[config.mk]
export PLATFORM = sky130hd
export DESIGN_NAME = sprite_motion_bounce_animate
export DESIGN_NICKNAME = d
export VERILOG_FILES = /design/src/rtl/core/smba_pkg.sv /design/src/rtl/core/sprite_motion_bounce_animate.sv
export VERILOG_INCLUDE_DIRS = /design/src /design/src/rtl/core
export SDC_FILE = /design/constraint.sdc
export NUM_CORES = 2
export LEC_CHECK = 0
export ABC_AREA = 1
export BUFFER_PORTS_ARGS = -buffer_cell sky130_fd_sc_hd__buf_2
export CAP_MARGIN = 20
export CORE_MARGIN = 1.5
export CORE_UTILIZATION = 25
export CTS_BUF_LIST = sky130_fd_sc_hd__clkbuf_2
export CTS_CLUSTER_DIAMETER = 50
export CTS_CLUSTER_SIZE = 10
export DETAILED_ROUTE_END_ITERATION = 10
export SYNTH_ARGS = -nofsm -noshare
export SYNTH_HDL_FRONTEND = slang
export SYNTH_SLANG_ARGS = --single-unit
[constraint.sdc]
create_clock -name clock -period 7.65 [get_ports clock]
set_input_delay 1.53 -clock clock [delete_from_list [all_inputs] [get_ports clock]]
set_output_delay 1.53 -clock clock [all_outputs]
set_load 0.03 [all_outputs]
[src/rtl/core/sprite_motion_bounce_animate_macros.svh]
// Assertion macros shared by the sprite motion RTL.
// No dependencies; included by modules that carry assertions.
`ifndef SPRITE_MOTION_BOUNCE_ANIMATE_MACROS_SVH
`define SPRITE_MOTION_BOUNCE_ANIMATE_MACROS_SVH

// same-cycle implication
`define SMBA_ASSERT_NOW(label, clk, rst, ante, cons, msg) \
   label: assert property (@(posedge clk) disable iff (rst) (ante) |-> (cons)) else $error(msg);

// next-cycle implication
`define SMBA_ASSERT_NEXT(label, clk, rst, ante, cons, msg) \
   label: assert property (@(posedge clk) disable iff (rst) (ante) |=> (cons)) else $error(msg);

`endif

[src/rtl/core/smba_pkg.sv]
// Types and constants for the sprite motion / bounce / animation block.
// No dependencies; used by sprite_motion_bounce_animate.
package smba_pkg;

   localparam int POS_W       = 24;
   localparam int MS_W        = 10;
   localparam int EDGE_W      = 16;
   localparam int ACC_W       = 17;
   localparam int FRAME_W     = 4;
   localparam int FCOUNT_W    = 5;
   localparam int INTERVAL_W  = 16;
   localparam int CSR_IDX_W   = 3;
   localparam int CSR_DATA_W  = 16;
   localparam int MAX_FRAMES  = 16;

   // shared multiplier: |v|*ms, then ((p + 500) >> 3) * ceil(2^38 / 125)
   localparam int MUL_A_W     = 31;
   localparam int MUL_B_W     = 32;
   localparam int PROD_W      = MUL_A_W + MUL_B_W;
   localparam int RAW_W       = 34;
   localparam int RECIP_SHIFT = 38;
   localparam logic [MUL_B_W-1:0] RECIP_125  = 32'd2199023256;
   localparam logic [RAW_W:0]     ROUND_BIAS = 35'd500;

   localparam logic [ACC_W-1:0]      ACC_MAX             = 17'h1FFFF;
   localparam logic [INTERVAL_W-1:0] FRAME_INTERVAL_RST  = 16'd100;
   localparam logic [FCOUNT_W-1:0]   FRAME_COUNT_RST     = 5'd1;
   localparam logic [EDGE_W-1:0]     MAX_X_EDGE_RST      = 16'd639;
   localparam logic [EDGE_W-1:0]     MAX_Y_EDGE_RST      = 16'd479;

   localparam logic signed [POS_W-1:0] POS_MAX = 24'sh7FFFFF;
   localparam logic signed [POS_W-1:0] POS_MIN = 24'sh800000;

   typedef enum logic [2:0] {
      ST_IDLE,
      ST_MUL_X,
      ST_DIV_X,
      ST_MUL_Y,
      ST_DIV_Y,
      ST_POS_Y,
      ST_BOUNCE,
      ST_DONE
   } smba_state_type;

   typedef enum logic [CSR_IDX_W-1:0] {
      CSR_FRAME_INTERVAL = 3'd0,
      CSR_FRAME_COUNT    = 3'd1,
      CSR_TWO_WAY_MODE   = 3'd2,
      CSR_MIN_X_EDGE     = 3'd3,
      CSR_MIN_Y_EDGE     = 3'd4,
      CSR_MAX_X_EDGE     = 3'd5,
      CSR_MAX_Y_EDGE     = 3'd6
   } smba_csr_type;

   typedef enum logic {
      OP_ADVANCE = 1'b0,
      OP_LOAD    = 1'b1
   } smba_op_type;

endpackage

[src/rtl/core/sprite_motion_bounce_animate.sv]
// Sprite motion, edge bounce and frame animation, one item at a time.
// Depends on smba_pkg and sprite_motion_bounce_animate_macros.svh.
//
// Usage:
//   req_* carries one item: an advance (elapsed_ms) or a load of position
//   and velocity. An item is taken when req_valid is high and req_stall low.
//   rsp_* returns one item per request: position, velocity and frame after
//   the step. csr_* writes the seven setup registers (index, data); csr_ready
//   is always high; writes are to be made only while the block is idle
//   by the user; the block does not enforce it. An advance item runs
//   through MUL_X, DIV_X, MUL_Y, DIV_Y, POS_Y, BOUNCE and DONE and shows on
//   rsp_valid when it leaves DONE. The one 31x32 multiplier runs four times
//   in turn (|vx|*ms, divide by 1000 through a reciprocal, then the same for
//   y); the frame modulo runs beside it as a five-step compare and subtract.
//   A load item goes straight to DONE. req_stall is high while an item is
//   in work.
// Reset: synchronous, active high; state clears to zero and the setup
//   registers take their default values. No clearing pass.
// Stall: rsp_* sits in an output register; a new item may be taken while a
//   result waits, and that item holds in its last state until rsp is free.
module sprite_motion_bounce_animate #(
   parameter int FRAC_BITS = 8
) (
   input  logic                                 clock,
   input  logic                                 reset,
   input  logic                                 req_valid,
   output logic                                 req_stall,
   input  logic                                 req_opcode,
   input  logic [smba_pkg::MS_W-1:0]            req_elapsed_ms,
   input  logic signed [smba_pkg::POS_W-1:0]    req_load_pos_x,
   input  logic signed [smba_pkg::POS_W-1:0]    req_load_pos_y,
   input  logic signed [smba_pkg::POS_W-1:0]    req_load_vel_x,
   input  logic signed [smba_pkg::POS_W-1:0]    req_load_vel_y,
   output logic                                 rsp_valid,
   input  logic                                 rsp_stall,
   output logic signed [smba_pkg::POS_W-1:0]    rsp_pos_x,
   output logic signed [smba_pkg::POS_W-1:0]    rsp_pos_y,
   output logic signed [smba_pkg::POS_W-1:0]    rsp_vel_x,
   output logic signed [smba_pkg::POS_W-1:0]    rsp_vel_y,
   output logic [smba_pkg::FRAME_W-1:0]         rsp_frame_index,
   input  logic                                 csr_valid,
   output logic                                 csr_ready,
   input  logic [smba_pkg::CSR_IDX_W-1:0]       csr_index,
   input  logic [smba_pkg::CSR_DATA_W-1:0]      csr_data
);

`include "sprite_motion_bounce_animate_macros.svh"

   localparam int POS_W  = smba_pkg::POS_W;
   localparam int FX_W   = smba_pkg::EDGE_W + FRAC_BITS;
   localparam int CMP_W  = (FX_W > POS_W) ? FX_W : POS_W;
   localparam int SUM_W  = POS_W + 2;
   localparam int DS_W   = smba_pkg::FCOUNT_W + 4;

   // setup registers
   logic [smba_pkg::INTERVAL_W-1:0]    interval_ff, interval_in;
   logic [smba_pkg::FCOUNT_W-1:0]      fcount_ff, fcount_in;
   logic                               two_way_ff, two_way_in;
   logic signed [smba_pkg::EDGE_W-1:0] min_x_ff, min_x_in;
   logic signed [smba_pkg::EDGE_W-1:0] min_y_ff, min_y_in;
   logic signed [smba_pkg::EDGE_W-1:0] max_x_ff, max_x_in;
   logic signed [smba_pkg::EDGE_W-1:0] max_y_ff, max_y_in;

   // sprite state
   logic signed [POS_W-1:0]            pos_x_ff, pos_x_in;
   logic signed [POS_W-1:0]            pos_y_ff, pos_y_in;
   logic signed [POS_W-1:0]            vel_x_ff, vel_x_in;
   logic signed [POS_W-1:0]            vel_y_ff, vel_y_in;
   logic [smba_pkg::FRAME_W-1:0]       frame_ff, frame_in;
   logic [smba_pkg::ACC_W-1:0]         acc_ff, acc_in;

   // sequencer and work registers
   smba_pkg::smba_state_type           state_ff, state_in;
   logic [smba_pkg::MS_W-1:0]          ms_ff, ms_in;
   logic [smba_pkg::PROD_W-1:0]        prod_ff, prod_in;
   logic                               adv_ff, adv_in;
   logic                               div_zero_ff, div_zero_in;
   logic                               upper_ff, upper_in;
   logic [smba_pkg::FCOUNT_W-1:0]      div_ff, div_in;
   logic [smba_pkg::FCOUNT_W-1:0]      rem_ff, rem_in;
   logic [DS_W-1:0]                    ds_ff, ds_in;

   // output register
   logic                               rsp_valid_ff, rsp_valid_in;
   logic signed [POS_W-1:0]            rsp_pos_x_ff, rsp_pos_x_in;
   logic signed [POS_W-1:0]            rsp_pos_y_ff, rsp_pos_y_in;
   logic signed [POS_W-1:0]            rsp_vel_x_ff, rsp_vel_x_in;
   logic signed [POS_W-1:0]            rsp_vel_y_ff, rsp_vel_y_in;
   logic [smba_pkg::FRAME_W-1:0]       rsp_frame_ff, rsp_frame_in;

   // datapath nets
   logic [smba_pkg::MUL_A_W-1:0]       mul_a;
   logic [smba_pkg::MUL_B_W-1:0]       mul_b;
   logic [smba_pkg::PROD_W-1:0]        mul_p;
   logic signed [POS_W-1:0]            mag_src;
   logic [POS_W-1:0]                   mag;
   logic [smba_pkg::RAW_W:0]           rnd;
   logic [smba_pkg::MUL_A_W-1:0]       quo_in;
   logic [POS_W-1:0]                   quo;
   logic signed [POS_W-1:0]            upd_vel;
   logic signed [POS_W-1:0]            upd_pos;
   logic signed [SUM_W-1:0]            disp;
   logic signed [SUM_W-1:0]            pos_sum;
   logic signed [POS_W-1:0]            pos_sat;
   logic                               rem_ge;
   logic [smba_pkg::FCOUNT_W-1:0]      rem_step;
   logic [smba_pkg::ACC_W:0]           acc_sum;
   logic [smba_pkg::ACC_W-1:0]         acc_sat;
   logic [smba_pkg::FCOUNT_W-1:0]      n_eff;
   logic [smba_pkg::FCOUNT_W-1:0]      div_init;
   logic [smba_pkg::FCOUNT_W-1:0]      frame_sum;
   logic signed [CMP_W-1:0]            min_x_fx, min_y_fx, max_x_fx, max_y_fx;
   logic                               rsp_free;

   function automatic logic signed [POS_W-1:0] abs_sat(input logic signed [POS_W-1:0] v);
      logic signed [POS_W-1:0] r;
      if (v == smba_pkg::POS_MIN) begin
         r = smba_pkg::POS_MAX;
      end else if (v < 0) begin
         r = -v;
      end else begin
         r = v;
      end
      return r;
   endfunction

   function automatic logic signed [POS_W-1:0] bounce_vel(
      input logic signed [POS_W-1:0] pos,
      input logic signed [CMP_W-1:0] lo,
      input logic signed [CMP_W-1:0] hi,
      input logic signed [POS_W-1:0] v
   );
      logic signed [CMP_W-1:0] p;
      logic signed [POS_W-1:0] r;
      p = CMP_W'(pos);
      r = v;
      if (p < lo) begin
         r = abs_sat(v);
      end
      if (p > hi) begin
         r = -abs_sat(v);
      end
      return r;
   endfunction

   assign csr_ready       = 1'b1;
   assign req_stall       = (state_ff != smba_pkg::ST_IDLE);
   assign rsp_valid       = rsp_valid_ff;
   assign rsp_pos_x       = rsp_pos_x_ff;
   assign rsp_pos_y       = rsp_pos_y_ff;
   assign rsp_vel_x       = rsp_vel_x_ff;
   assign rsp_vel_y       = rsp_vel_y_ff;
   assign rsp_frame_index = rsp_frame_ff;
   assign rsp_free        = !rsp_valid_ff || !rsp_stall;

   assign min_x_fx = CMP_W'(min_x_ff) <<< FRAC_BITS;
   assign min_y_fx = CMP_W'(min_y_ff) <<< FRAC_BITS;
   assign max_x_fx = CMP_W'(max_x_ff) <<< FRAC_BITS;
   assign max_y_fx = CMP_W'(max_y_ff) <<< FRAC_BITS;

   // shared multiplier
   assign mag_src = (state_ff == smba_pkg::ST_MUL_Y) ? vel_y_ff : vel_x_ff;
   assign mag     = mag_src[POS_W-1] ? POS_W'(-mag_src) : POS_W'(mag_src);
   assign rnd     = {1'b0, prod_ff[smba_pkg::RAW_W-1:0]} + smba_pkg::ROUND_BIAS;
   assign quo_in  = rnd[smba_pkg::RAW_W-1:3];
   assign mul_p   = smba_pkg::PROD_W'(mul_a) * smba_pkg::PROD_W'(mul_b);

   always_comb begin
      mul_a = smba_pkg::MUL_A_W'(mag);
      mul_b = smba_pkg::MUL_B_W'(ms_ff);
      if (state_ff == smba_pkg::ST_DIV_X || state_ff == smba_pkg::ST_DIV_Y) begin
         mul_a = quo_in;
         mul_b = smba_pkg::RECIP_125;
      end
   end

   // rounded quotient, signed displacement and saturated position
   assign quo     = prod_ff[smba_pkg::RECIP_SHIFT +: POS_W];
   assign upd_vel = (state_ff == smba_pkg::ST_POS_Y) ? vel_y_ff : vel_x_ff;
   assign upd_pos = (state_ff == smba_pkg::ST_POS_Y) ? pos_y_ff : pos_x_ff;
   assign disp    = upd_vel[POS_W-1] ? -$signed({2'b00, quo}) : $signed({2'b00, quo});
   assign pos_sum = SUM_W'(upd_pos) + disp;
   assign pos_sat = (pos_sum > SUM_W'(smba_pkg::POS_MAX)) ? smba_pkg::POS_MAX :
                    (pos_sum < SUM_W'(smba_pkg::POS_MIN)) ? smba_pkg::POS_MIN :
                    pos_sum[POS_W-1:0];

   // frame modulo: one compare/subtract per cycle
   assign rem_ge   = {4'b0, rem_ff} >= ds_ff;
   assign rem_step = rem_ge ? smba_pkg::FCOUNT_W'({4'b0, rem_ff} - ds_ff) : rem_ff;

   assign acc_sum  = {1'b0, acc_ff} + (smba_pkg::ACC_W + 1)'(req_elapsed_ms);
   assign acc_sat  = (acc_sum > {1'b0, smba_pkg::ACC_MAX}) ? smba_pkg::ACC_MAX :
                     acc_sum[smba_pkg::ACC_W-1:0];
   assign n_eff    = (32'(fcount_ff) > 32'(smba_pkg::MAX_FRAMES)) ?
                     smba_pkg::FCOUNT_W'(smba_pkg::MAX_FRAMES) : fcount_ff;
   assign div_init = two_way_ff ? (n_eff >> 1) : n_eff;
   assign frame_sum = upper_ff ? (div_ff + rem_ff) : rem_ff;

   always_ff @(posedge clock) begin
      if (reset) begin
         state_ff     <= smba_pkg::ST_IDLE;
         rsp_valid_ff <= 1'b0;
         interval_ff  <= smba_pkg::FRAME_INTERVAL_RST;
         fcount_ff    <= smba_pkg::FRAME_COUNT_RST;
         two_way_ff   <= 1'b0;
         min_x_ff     <= '0;
         min_y_ff     <= '0;
         max_x_ff     <= smba_pkg::MAX_X_EDGE_RST;
         max_y_ff     <= smba_pkg::MAX_Y_EDGE_RST;
         pos_x_ff     <= '0;
         pos_y_ff     <= '0;
         vel_x_ff     <= '0;
         vel_y_ff     <= '0;
         frame_ff     <= '0;
         acc_ff       <= '0;
         adv_ff       <= 1'b0;
      end else begin
         state_ff     <= state_in;
         rsp_valid_ff <= rsp_valid_in;
         interval_ff  <= interval_in;
         fcount_ff    <= fcount_in;
         two_way_ff   <= two_way_in;
         min_x_ff     <= min_x_in;
         min_y_ff     <= min_y_in;
         max_x_ff     <= max_x_in;
         max_y_ff     <= max_y_in;
         pos_x_ff     <= pos_x_in;
         pos_y_ff     <= pos_y_in;
         vel_x_ff     <= vel_x_in;
         vel_y_ff     <= vel_y_in;
         frame_ff     <= frame_in;
         acc_ff       <= acc_in;
         adv_ff       <= adv_in;
      end
   end

   always_ff @(posedge clock) begin
      ms_ff        <= ms_in;
      prod_ff      <= prod_in;
      div_zero_ff  <= div_zero_in;
      upper_ff     <= upper_in;
      div_ff       <= div_in;
      rem_ff       <= rem_in;
      ds_ff        <= ds_in;
      rsp_pos_x_ff <= rsp_pos_x_in;
      rsp_pos_y_ff <= rsp_pos_y_in;
      rsp_vel_x_ff <= rsp_vel_x_in;
      rsp_vel_y_ff <= rsp_vel_y_in;
      rsp_frame_ff <= rsp_frame_in;
   end

   always_comb begin
      state_in     = state_ff;
      interval_in  = interval_ff;
      fcount_in    = fcount_ff;
      two_way_in   = two_way_ff;
      min_x_in     = min_x_ff;
      min_y_in     = min_y_ff;
      max_x_in     = max_x_ff;
      max_y_in     = max_y_ff;
      pos_x_in     = pos_x_ff;
      pos_y_in     = pos_y_ff;
      vel_x_in     = vel_x_ff;
      vel_y_in     = vel_y_ff;
      frame_in     = frame_ff;
      acc_in       = acc_ff;
      ms_in        = ms_ff;
      prod_in      = prod_ff;
      adv_in       = adv_ff;
      div_zero_in  = div_zero_ff;
      upper_in     = upper_ff;
      div_in       = div_ff;
      rem_in       = rem_ff;
      ds_in        = ds_ff;
      rsp_valid_in = rsp_valid_ff && rsp_stall;
      rsp_pos_x_in = rsp_pos_x_ff;
      rsp_pos_y_in = rsp_pos_y_ff;
      rsp_vel_x_in = rsp_vel_x_ff;
      rsp_vel_y_in = rsp_vel_y_ff;
      rsp_frame_in = rsp_frame_ff;

      if (csr_valid) begin
         case (csr_index)
            smba_pkg::CSR_FRAME_INTERVAL: interval_in = csr_data;
            smba_pkg::CSR_FRAME_COUNT:    fcount_in   = csr_data[smba_pkg::FCOUNT_W-1:0];
            smba_pkg::CSR_TWO_WAY_MODE:   two_way_in  = csr_data[0];
            smba_pkg::CSR_MIN_X_EDGE:     min_x_in    = csr_data;
            smba_pkg::CSR_MIN_Y_EDGE:     min_y_in    = csr_data;
            smba_pkg::CSR_MAX_X_EDGE:     max_x_in    = csr_data;
            smba_pkg::CSR_MAX_Y_EDGE:     max_y_in    = csr_data;
            default: ;
         endcase
      end

      if (state_ff == smba_pkg::ST_MUL_X || state_ff == smba_pkg::ST_DIV_X ||
          state_ff == smba_pkg::ST_MUL_Y || state_ff == smba_pkg::ST_DIV_Y ||
          state_ff == smba_pkg::ST_POS_Y) begin
         rem_in = rem_step;
         ds_in  = ds_ff >> 1;
      end

      case (state_ff)
         smba_pkg::ST_IDLE: begin
            if (req_valid) begin
               if (req_opcode == smba_pkg::OP_LOAD) begin
                  pos_x_in = req_load_pos_x;
                  pos_y_in = req_load_pos_y;
                  vel_x_in = req_load_vel_x;
                  vel_y_in = req_load_vel_y;
                  adv_in   = 1'b0;
                  state_in = smba_pkg::ST_DONE;
               end else begin
                  ms_in       = req_elapsed_ms;
                  adv_in      = acc_sat > smba_pkg::ACC_W'(interval_ff);
                  acc_in      = adv_in ? '0 : acc_sat;
                  div_in      = div_init;
                  div_zero_in = (div_init == '0);
                  upper_in    = two_way_ff && vel_x_ff[POS_W-1];
                  rem_in      = smba_pkg::FCOUNT_W'(frame_ff) + 1'b1;
                  ds_in       = {div_init, 4'b0};
                  state_in    = smba_pkg::ST_MUL_X;
               end
            end
         end
         smba_pkg::ST_MUL_X: begin
            prod_in  = mul_p;
            state_in = smba_pkg::ST_DIV_X;
         end
         smba_pkg::ST_DIV_X: begin
            prod_in  = mul_p;
            state_in = smba_pkg::ST_MUL_Y;
         end
         smba_pkg::ST_MUL_Y: begin
            pos_x_in = pos_sat;
            prod_in  = mul_p;
            state_in = smba_pkg::ST_DIV_Y;
         end
         smba_pkg::ST_DIV_Y: begin
            prod_in  = mul_p;
            state_in = smba_pkg::ST_POS_Y;
         end
         smba_pkg::ST_POS_Y: begin
            pos_y_in = pos_sat;
            state_in = smba_pkg::ST_BOUNCE;
         end
         smba_pkg::ST_BOUNCE: begin
            vel_y_in = bounce_vel(pos_y_ff, min_y_fx, max_y_fx, vel_y_ff);
            vel_x_in = bounce_vel(pos_x_ff, min_x_fx, max_x_fx, vel_x_ff);
            if (adv_ff) begin
               frame_in = div_zero_ff ? '0 : frame_sum[smba_pkg::FRAME_W-1:0];
            end
            state_in = smba_pkg::ST_DONE;
         end
         smba_pkg::ST_DONE: begin
            if (rsp_free) begin
               rsp_valid_in = 1'b1;
               rsp_pos_x_in = pos_x_ff;
               rsp_pos_y_in = pos_y_ff;
               rsp_vel_x_in = vel_x_ff;
               rsp_vel_y_in = vel_y_ff;
               rsp_frame_in = frame_ff;
               state_in     = smba_pkg::ST_IDLE;
            end
         end
         default: begin
            state_in = smba_pkg::ST_IDLE;
         end
      endcase
   end

   `SMBA_ASSERT_NEXT(a_accept_busy, clock, reset, req_valid && !req_stall,
      state_ff != smba_pkg::ST_IDLE, "item accepted but sequencer stayed idle")
   `SMBA_ASSERT_NOW(a_mod_done, clock, reset,
      state_ff == smba_pkg::ST_BOUNCE && adv_ff && !div_zero_ff,
      rem_ff < div_ff, "frame remainder not below divisor")
   `SMBA_ASSERT_NOW(a_acc_bound, clock, reset, state_ff == smba_pkg::ST_BOUNCE,
      acc_ff <= smba_pkg::ACC_W'(interval_ff), "accumulator above frame interval")
   `SMBA_ASSERT_NEXT(a_done_hold, clock, reset,
      state_ff == smba_pkg::ST_DONE && rsp_valid_ff && rsp_stall,
      state_ff == smba_pkg::ST_DONE, "result overwrote a stalled item")

endmodule
==> impl_metrics.tcl <==
set metrics [dict create \
    outcome "complete, but fails checks" \
    violations "negative setup slack" \
    htreeDepth 2 \
    utilization_pct 32.4 \
    ios 234 \
    portBuffers 232 \
    synth_warnings 0 \
    start_kind "flop" \
    drtAntennaViolNets 0 \
    drt_first_pass_iters 8 \
    setup-tns-final_ns -22.80 \
    clockBufferDepth 3 \
    clock_latency_ns 1.39 \
    rsz0062_at_grt "true" \
    period_needed_ns 8.39 \
    routed_via_density 4.64 \
    instances_no_fill 9240 \
    globalRoute.totalOverflow 0 \
    hp-class "in -> reg" \
    finalCritPeriodShare_pct 110 \
    fp.dieW_um 428 \
    row_count 155 \
    cap_violations 0 \
    fin_worst_skew_ns 0.191 \
    ys.flop_type "dfxtp_1" \
    grt_use_total_pct 18.3 \
    yosysMostFrequentCell "inv_1" \
    drt_wl_total_mm 173 \
    antenna_found_initial 5 \
    route.detailed.drc 0 \
    grt_pass1_vias 42000 \
    synthArstFlopShare_pct 0 \
    cts.clk_slew.worst_paths_ns 0.19 \
    dp_worst_setup_slack_ns -1.43 \
    wl_per_cell_um 18.7 \
    dp_cells 9068 \
    tightest_slew_ns 1.16 \
    initial_core_util_pct 25.2 \
    relSlewSlack_pct 22.5 \
    yosys.area.top_type_share_pct 20.8 \
    ys_ff_latch 394 \
    worstPathArrival_ns 9.53 \
    dieArea_mm2 0.183 \
    yosys.area.top_type "fa_1" \
    crit_path_frequent_cell "fa_1" \
    routed-via-count 42900 \
    dp_hpwl_mm 146 \
    synth_cells 5922 \
    fin_ws_ns -0.737 \
    hold_violations 0 \
    drtIter0Drc 3348 \
    cts-buffers-inserted 56 \
    grt_max_degree 86 \
    synth.distinct_cells 62 \
    postSynthAreaPerCell_um2 7.63 \
    grt_pass1_wl_mm 258 \
    critPathKind "reg -> reg" \
    clock-sinks 394 \
    required_ns 8.79 \
    path_max_fanout 6 \
    ys_seq_area_share_pct 21.3 \
    rrSetupSlack_ns -0.74 \
    critical_path.endpoint_type "flop" \
    layout-drive-gt1-share_pct 23.2 \
    coreArea_mm2 0.179 \
    slew_violations 0 \
    tritoncts "built" \
    globalplace.congestion 1.02 \
    synth_common_cells "inv_1 (1150), nand2_1 (1100), nor2_1 (728), ha_1 (483), fa_1 (469)" \
    cp_slowest_cell "fa_2" \
    critical_path.max_stage_delay_ns 0.58 \
    cts-root-buf "clkbuf_2" \
    ys_top_cells_by_area "fa_1 (21%), ha_1 (13%), edfxtp_1 (11%)" \
    die_h_um 428 \
    fin_nets 7920 \
    synthesis.area_mm2 0.0452 \
    setup_violations 41 \
    syn2layout_area_growth_pct 28.3 \
    maxClockFrequency_ghz 0.119 \
    synth_edf_count 172 \
]
==> stage by stage <==
| step | hold slack (ns) | cell area, um^2 |
|---|---|---|
| after floorplan | 0.425 | 45500 |
| after detailed placement | 0.454 | 54200 |
| final | 0.401 | 58000 |
| after global placement | 0.445 | 54100 |
| after CTS | 0.237 | 55100 |
| after global routing | 0.316 | 58000 |
==> metal layers <==
metal / up-vias / track usage [%] / part of all wire (%)
met5: - / 0 / 0
met4: 0 / 6.84 / 4.0
met3: 221 / 1.96 / 5.4
met2: 1304 / 30.0 / 47
met1: 20900 / 24.6 / 44
li1: 20500 / - / -
==> logic make-up after synthesis <==
family	synth area share (%)
xor gates and xnor gates	2.50
buffers and inverters	11.1
DFF	21.3
and+or+nand+nor	21.1
adders and majority gates	34.2
other	0.0166
muxes	0.0443
AOI/OAI and AO/OA	9.76
==> final timing paths <==
kind / start / endpoint / cells past startpoint
worst min register to register: min_y_ff[3]$_SDFFE_PP0P_ / min_y_ff[3]$_SDFFE_PP0P_ / 2
worst max register to register: state_ff[2]$_SDFFE_PP0P_ / prod_ff[56]$_DFFE_PP_ / 43
worst max-delay path: state_ff[2]$_SDFFE_PP0P_ / prod_ff[56]$_DFFE_PP_ / 43
worst min-delay path: req_elapsed_ms[0] / ms_ff[0]$_DFFE_PP_ / 1
==> worst max-delay path, delay by kind of cell, from the launching register on <==
family	cells	cell delay, ns
xor+xnor	1	0.15
buf+inv	11	0.84
fa+ha+maj	9	4.24
simple gates	17	1.88
flops	1	0.36
compound gates	5	0.68
==> registers in the layout (all words and copies together) (netlist names), 5 cells and up <==
register / count
vel_y_ff: 24
interval_ff: 16
acc_ff: 17
rsp_pos_y: 24
pos_y_ff: 24
ms_ff: 10
max_x_ff: 16
ds_ff: 9
rsp_pos_x: 24
min_x_ff: 16
max_y_ff: 16
fcount_ff: 5
pos_x_ff: 24
min_y_ff: 16
rsp_vel_y: 24
rem_ff: 5
vel_x_ff: 24
prod_ff: 56
rsp_vel_x: 24
==> layout make-up <==
cell class / count / area (um^2)
clock buffer: 75 / 375
sequential: 394 / 9620
timing repair buffer: 962 / 7050
multi-input combinational: 4253 / 33300
tap: 2355 / 2950
inverter: 1170 / 4420
antenna: 4 / 10.0
fill: 18900 / 121000
clock inverter: 27 / 268
==> layout by cell type, fill, tap and decap left out, types with 172 or more instances in the layout <==
master       n
a21oi_1    349
buf_2      231
buf_4      662
dfxtp_1    218
edfxtp_1   172
fa_1       414
ha_1       437
inv_1     1081
nand2_1   1039
nand3_1    304
nor2_1     648
o21ai_0    213
==> what timing repair did <==
action,in CTS,in global routing
setup endpoints to repair,44,48
pin swaps,6,181
setup buffers,1,61
cloned,0,3
hold buffers,0,0
resized for setup,86,581
Power is left out: the tool's default activity adds up to more than one toggle a clock period on the data nets, which glitch-free logic cannot reach.
